`src/rtl/bbl_pkg.sv`:
```
package bbl_pkg;

  // Field widths
  localparam int SAMPLE_W = 32;
  localparam int CH_W     = 3;
  localparam int B0_W     = 23;
  localparam int COEF_W   = 24;
  localparam int WARM_W   = 8;
  localparam int CFG_W    = 24;
  localparam int CFG_IDX_W = 2;

  // Q2.22 coefficients: fraction bits
  localparam int FRAC_BITS = 22;

  // Defaults
  localparam int CHANNELS_DEF = 8;
  localparam logic [WARM_W-1:0] WARMUP_RESET = 8'd20;
  localparam logic [WARM_W-1:0] WARMUP_MAX   = '1;

  // Saturation limits
  localparam logic signed [SAMPLE_W-1:0] SAT_MAX = 32'sh7fff_ffff;
  localparam logic signed [SAMPLE_W-1:0] SAT_MIN = 32'sh8000_0000;

  // Configuration register indexes
  typedef enum logic [CFG_IDX_W-1:0] {
    REG_B0     = 2'd0,
    REG_A1     = 2'd1,
    REG_A2     = 2'd2,
    REG_WARMUP = 2'd3
  } reg_idx_t;

  // One channel's history entry
  typedef struct packed {
    logic signed [SAMPLE_W-1:0] x1;
    logic signed [SAMPLE_W-1:0] x2;
    logic signed [SAMPLE_W-1:0] y1;
    logic signed [SAMPLE_W-1:0] y2;
  } hist_t;

endpackage

```
`src/rtl/bbl_hist_ram.sv`:
```
module bbl_hist_ram
  import bbl_pkg::*;
#(
  parameter int DEPTH = CHANNELS_DEF,
  parameter int AW    = 3
) (
  input  logic          clk,
  input  logic          rst,
  input  logic          re,
  input  logic [AW-1:0] raddr,
  output hist_t         rdata,
  input  logic          we,
  input  logic [AW-1:0] waddr,
  input  hist_t         wdata
);

  hist_t            mem [DEPTH];
  logic [DEPTH-1:0] vld;
  hist_t            q;
  logic             qv;

  // Storage, one port each way
  always_ff @(posedge clk) begin
    if (we) begin
      mem[waddr] <= wdata;
    end
    if (re) begin
      q  <= mem[raddr];
      qv <= vld[raddr];
    end
  end

  // Entry flags: an entry never written reads as zero history
  always_ff @(posedge clk) begin
    if (rst) begin
      vld <= '0;
    end else if (we) begin
      vld[waddr] <= 1'b1;
    end
  end

  assign rdata = qv ? q : '0;

endmodule

```
`config.mk`:
```
export PLATFORM = sky130hd
export DESIGN_NAME = bbl_hist_ram
export DESIGN_NICKNAME = d
export VERILOG_FILES = /design/src/rtl/bbl_pkg.sv /design/src/rtl/bbl_hist_ram.sv
export SDC_FILE = /design/constraint.sdc
export NUM_CORES = 1
export LEC_CHECK = 0
export ABC_AREA = 1
export BUFFER_PORTS_ARGS = -buffer_cell sky130_fd_sc_hd__buf_2
export CAP_MARGIN = 10
export CORE_ASPECT_RATIO = 1.25
export CORE_MARGIN = 1
export CORE_UTILIZATION = 30
export DETAILED_ROUTE_END_ITERATION = 7
export GPL_ROUTABILITY_DRIVEN = 0
export PLACE_DENSITY = 0.55
export SLEW_MARGIN = 0
export SYNTH_ARGS = -nofsm -noshare
export SYNTH_HDL_FRONTEND = slang
export SYNTH_SLANG_ARGS = --single-unit
```
`constraint.sdc`:
```
create_clock -name clk -period 6.83 [get_ports clk]
set_input_delay 0.683 -clock clk [delete_from_list [all_inputs] [get_ports clk]]
set_output_delay 0.683 -clock clk [all_outputs]
set_load 0.01 [all_outputs]
```
After elaboration in Yosys (flattened, before gate mapping)
Memory sizes are Yosys's and may differ from the RTL's. A register that Yosys moved wholly into a read port is not among the register bits.
Cells that the tools add are included.
{"block": "word_totals", "inputBits": 138, "output_inout_bits": 128, "mem_count": 1, "ramBits": 1024, "word_cells": 15, "reg_bits": 9}
{"block": "classes", "muxes": 7, "n_bitwise": 1, "magnitude_cmp": 3, "reduce_logical": 1}
{"name": "mem", "words": 8, "word_bits": 128, "read_ports": 1, "rd_clocked_by_memory_dff": 1, "wr": 1, "line_no": "bbl_hist_ram.sv:17", "text": "hist_t mem [DEPTH];"}
{"cell": "2-to-1 mux 128 bit", "n": 1}
{"cell": "less-than comparator 3 x 4 -> 1 bit, second input constant", "n": 2}
{"cell": "bitwise OR 8 bit", "n": 1}
{"cell": "2-to-1 mux 1 bit", "n": 4}
{"cell": "binary-select mux 1 bit (select 3 bit)", "n": 1}
{"cell": "demux 1 bit (select 3 bit)", "n": 1}
{"cell": ">= comparator 3 x 1 -> 1 bit, second input constant", "n": 1}
{"cell": "logical AND 1 bit", "n": 1}

Longest topological paths before layout
{"block": "depth", "word_depth": 5, "ltp_mapped": 9, "ltp_nobuf": 6}

Least setup slack after synthesis
OpenSTA, ideal clock, no wires.
{"block": "synth_timing", "kind": "input -> register", "startpoint": "input waddr[0]", "endpoint": "memory mem[7][0] (netlist bit) (enable)", "t_required_ns": 6.210, "setup_ns": 0.620, "n_path_buf": 0, "stages": 2, "t_arrival_ns": 6.122, "setup_slack_ns": 0.088, "path_cell_list": "nand2_1 nor2_1"}
{"element": "from (decl)", "line_no": "bbl_hist_ram.sv:13", "text": "input logic [AW-1:0] waddr,"}
{"element": "to (decl)", "line_no": "bbl_hist_ram.sv:17"}
No word-level cell before the write port.

==> run summary <==
status: completed
die area: 167000 sq um
vias: 31500
Detail Route Antenna Nets: 0
CTS H-tree lvls: 3
sequence of cells on the critical path: buf_12 > buf_4 > nand2_1 > inv_1 > buf_2
GRT Util Overall: 14.6%
Total Neg Setup Slack: 0 ps
Leak: 26.3 nW
Mapped Area: 49600 sq um
setup violators final: 0
Avg Vias per Cell: 4.26
DRT Pass-1 Iters: 5
max incr delay on CP: 1030 ps
Final Util: 34.8%
grt met2 use: 25.9%
count of different cell masters after synthesis: 12
Initial Util: 30.3%
# port buffers: 265
std cell rows: 166
largest net degree at the start of global routing: 164
Main synth FF type: edfxtp_1
first-pass GRT wire length: 184000 um
final net count: 5244
share of cells above drive strength 1: 9.35%
CTS clk-pin slew, worst paths: 70 ps
deepest clock path buffer count: 3
IO Count: 266
Sink Count: 1161
Worst Setup Slack, final: 3160 ps
crit-path leading delay family: flip-flops
Clock Skews: 38.3 ps
Tot Pwr: 15.5 mW
RSZ-0062 raised after global routing: no
total length of routed wires: 122000 um
Post-Syn Nets: 5032
CP Buf/Inv Count: 4
hold_ws: 187 ps
Power Density: 272 nW/um^2
DR DRC count: 0
critical path arrival: 2990 ps
Worst-Skew Late Latency: 760 ps
Commonest cells post-synth: nand2_1, inv_1, edfxtp_1, nand3_1, clkbuf_1
Top Usage Layer GRT: met2
CP Data Required Time: 6150 ps
worst vdd ir: 0.213 mV
top-count cell post-synth: nand2_1
Fin. Hold Viols: 0
DP Worst Slack: 3690 ps
post-layout min period: 3670 ps
Slew Viols, Final: 0
post_cts resized: 0
initial antenna violation count: 35
Yosys reg bits: 1161
Post-Place Cells: 7171
Setup Fix Bufs, Post-CTS: 0
Post-CTS Hold Fix Bufs: 0
Syn Area/Cell: 10.1 sq um
sequential share of the synthesized area: 70.2%
post-synth top area share: 69.8%
Worst Setup End Kind: output port
Area contributors post-synth: edfxtp_1, nand2_1, inv_1, nand3_1, buf_2
Max-slew headroom: 31.6%
Area growth syn-to-layout: 15.0%
CORE AREA: 164000 sq um
fin cells: 7400
Num CTS Buffers: 117
Cells after Synth: 4894
GRT overflow: 0
DRT iter0 DRCs: 1812
final std cell area, no fill: 57000 sq um
HPWL Detailed: 62700 um
CTS tree: done
critical path class: flip-flop to output port
die height: 456 um
die width: 366 um
Least-Margin Pin Slew: 1030 ps
Final Cycle Share: 53.8%
GRT met3 Usage: 2.59%
asr flop ratio synth: 0%
crit path max fanout: 82
met1 Resource Use GR: 17.6%
EDFF count, synth: 1153
area leader, netlist: edfxtp_1
wire length per cell: 16.4 um
fill count: 16200
vias in the first global route: 30700
critical path's slowest cell: edfxtp_1
Hold/Removal Path Class: primary input to flip-flop
CP startpoint kind: flip-flop
Post-Place Cell Area: 53200 sq um
fmax: 0.272 GHz
CTS Root Buffer Type: clkbuf_16
Synth Warn #: 0
max-capacitance violation count: 0
## worst paths after layout
path                        start                    to  slack [ps]  cells past startpoint
min                     wdata[84]  mem[5][84]$_DFFE_PP_         190                      1
max reg2reg  mem[2][60]$_DFFE_PP_       q[60]$_DFFE_PP_        5770                      6
min reg2reg   vld[2]$_SDFFE_PP0P_   vld[2]$_SDFFE_PP0P_         450                      2
max                  qv$_DFFE_PP_             rdata[95]        3160                      5
## worst register-to-register path, cell delays in order, from the launching register on
cell      delay (ps)
edfxtp_1         380
inv_1             60
nand2_1           50
nand3_1           90
nand2_1           50
nand2_1           60
nand2_1          100
## registers in the layout, indices dropped and copies added (netlist names)
name  flops
vld       8
mem    1024
qv        1
q       128
## routing by layer
metal / wire [um] / vias up
li1: - / 15600
met2: 61100 / 617
met3: 5680 / 223
met4: 3320 / 38
met1: 51300 / 15100
met5: 233 / -
## power breakdown
part           internal (mW)  switching, mW
Clock                   3.53           2.75
Sequential              8.13         0.0703
Combinational          0.291          0.746
## area by class of cell
cell class              instances  area, sq um  share of cell area, %
flip-flops and latches       1161        34800                   61.0
multi-input cells            2344         9460                   16.6
inverters                    1175         4470                   7.83
clock buffers                 153         3110                   5.46
well taps                    2184         2730                   4.79
repair buffers                307         1800                   3.16
clock inverters                66          627                   1.10
diodes                         10         25.0                 0.0439
## cells in the final DEF (no fill, tap or decap), types with 2 or more instances in the layout
| cell type | n |
|---|---|
| clkinv_4 | 2 |
| edfxtp_1 | 1153 |
| buf_4 | 32 |
| inv_6 | 15 |
| clkbuf_16 | 118 |
| buf_8 | 2 |
| clkbuf_1 | 32 |
| diode_2 | 10 |
| nor2_1 | 6 |
| inv_8 | 2 |
| clkinv_8 | 2 |
| a21oi_1 | 7 |
| buf_12 | 10 |
| clkbuf_8 | 3 |
| clkinv_1 | 18 |
| buf_6 | 2 |
| nand2_1 | 1814 |
| clkinvlp_4 | 9 |
| nand3_1 | 516 |
| inv_1 | 1165 |
| dfxtp_1 | 8 |
| bufinv_16 | 8 |
| clkinv_2 | 18 |
| buf_2 | 261 |
## kinds of logic (layout without fill, tap and decap cells)
| group | count (synthesis) | in the layout | share of synthesized area (%) |
|---|---|---|---|
| buf+inv | 1389 | 1701 | 10.8 |
| simple gates | 2337 | 2337 | 19.0 |
| compound gates | 7 | 7 | 0.0707 |
| flops | 1161 | 1161 | 70.2 |
| other cells | 0 | 10 | 0 |
No activity file was read; power rests on OpenSTA's default activity.
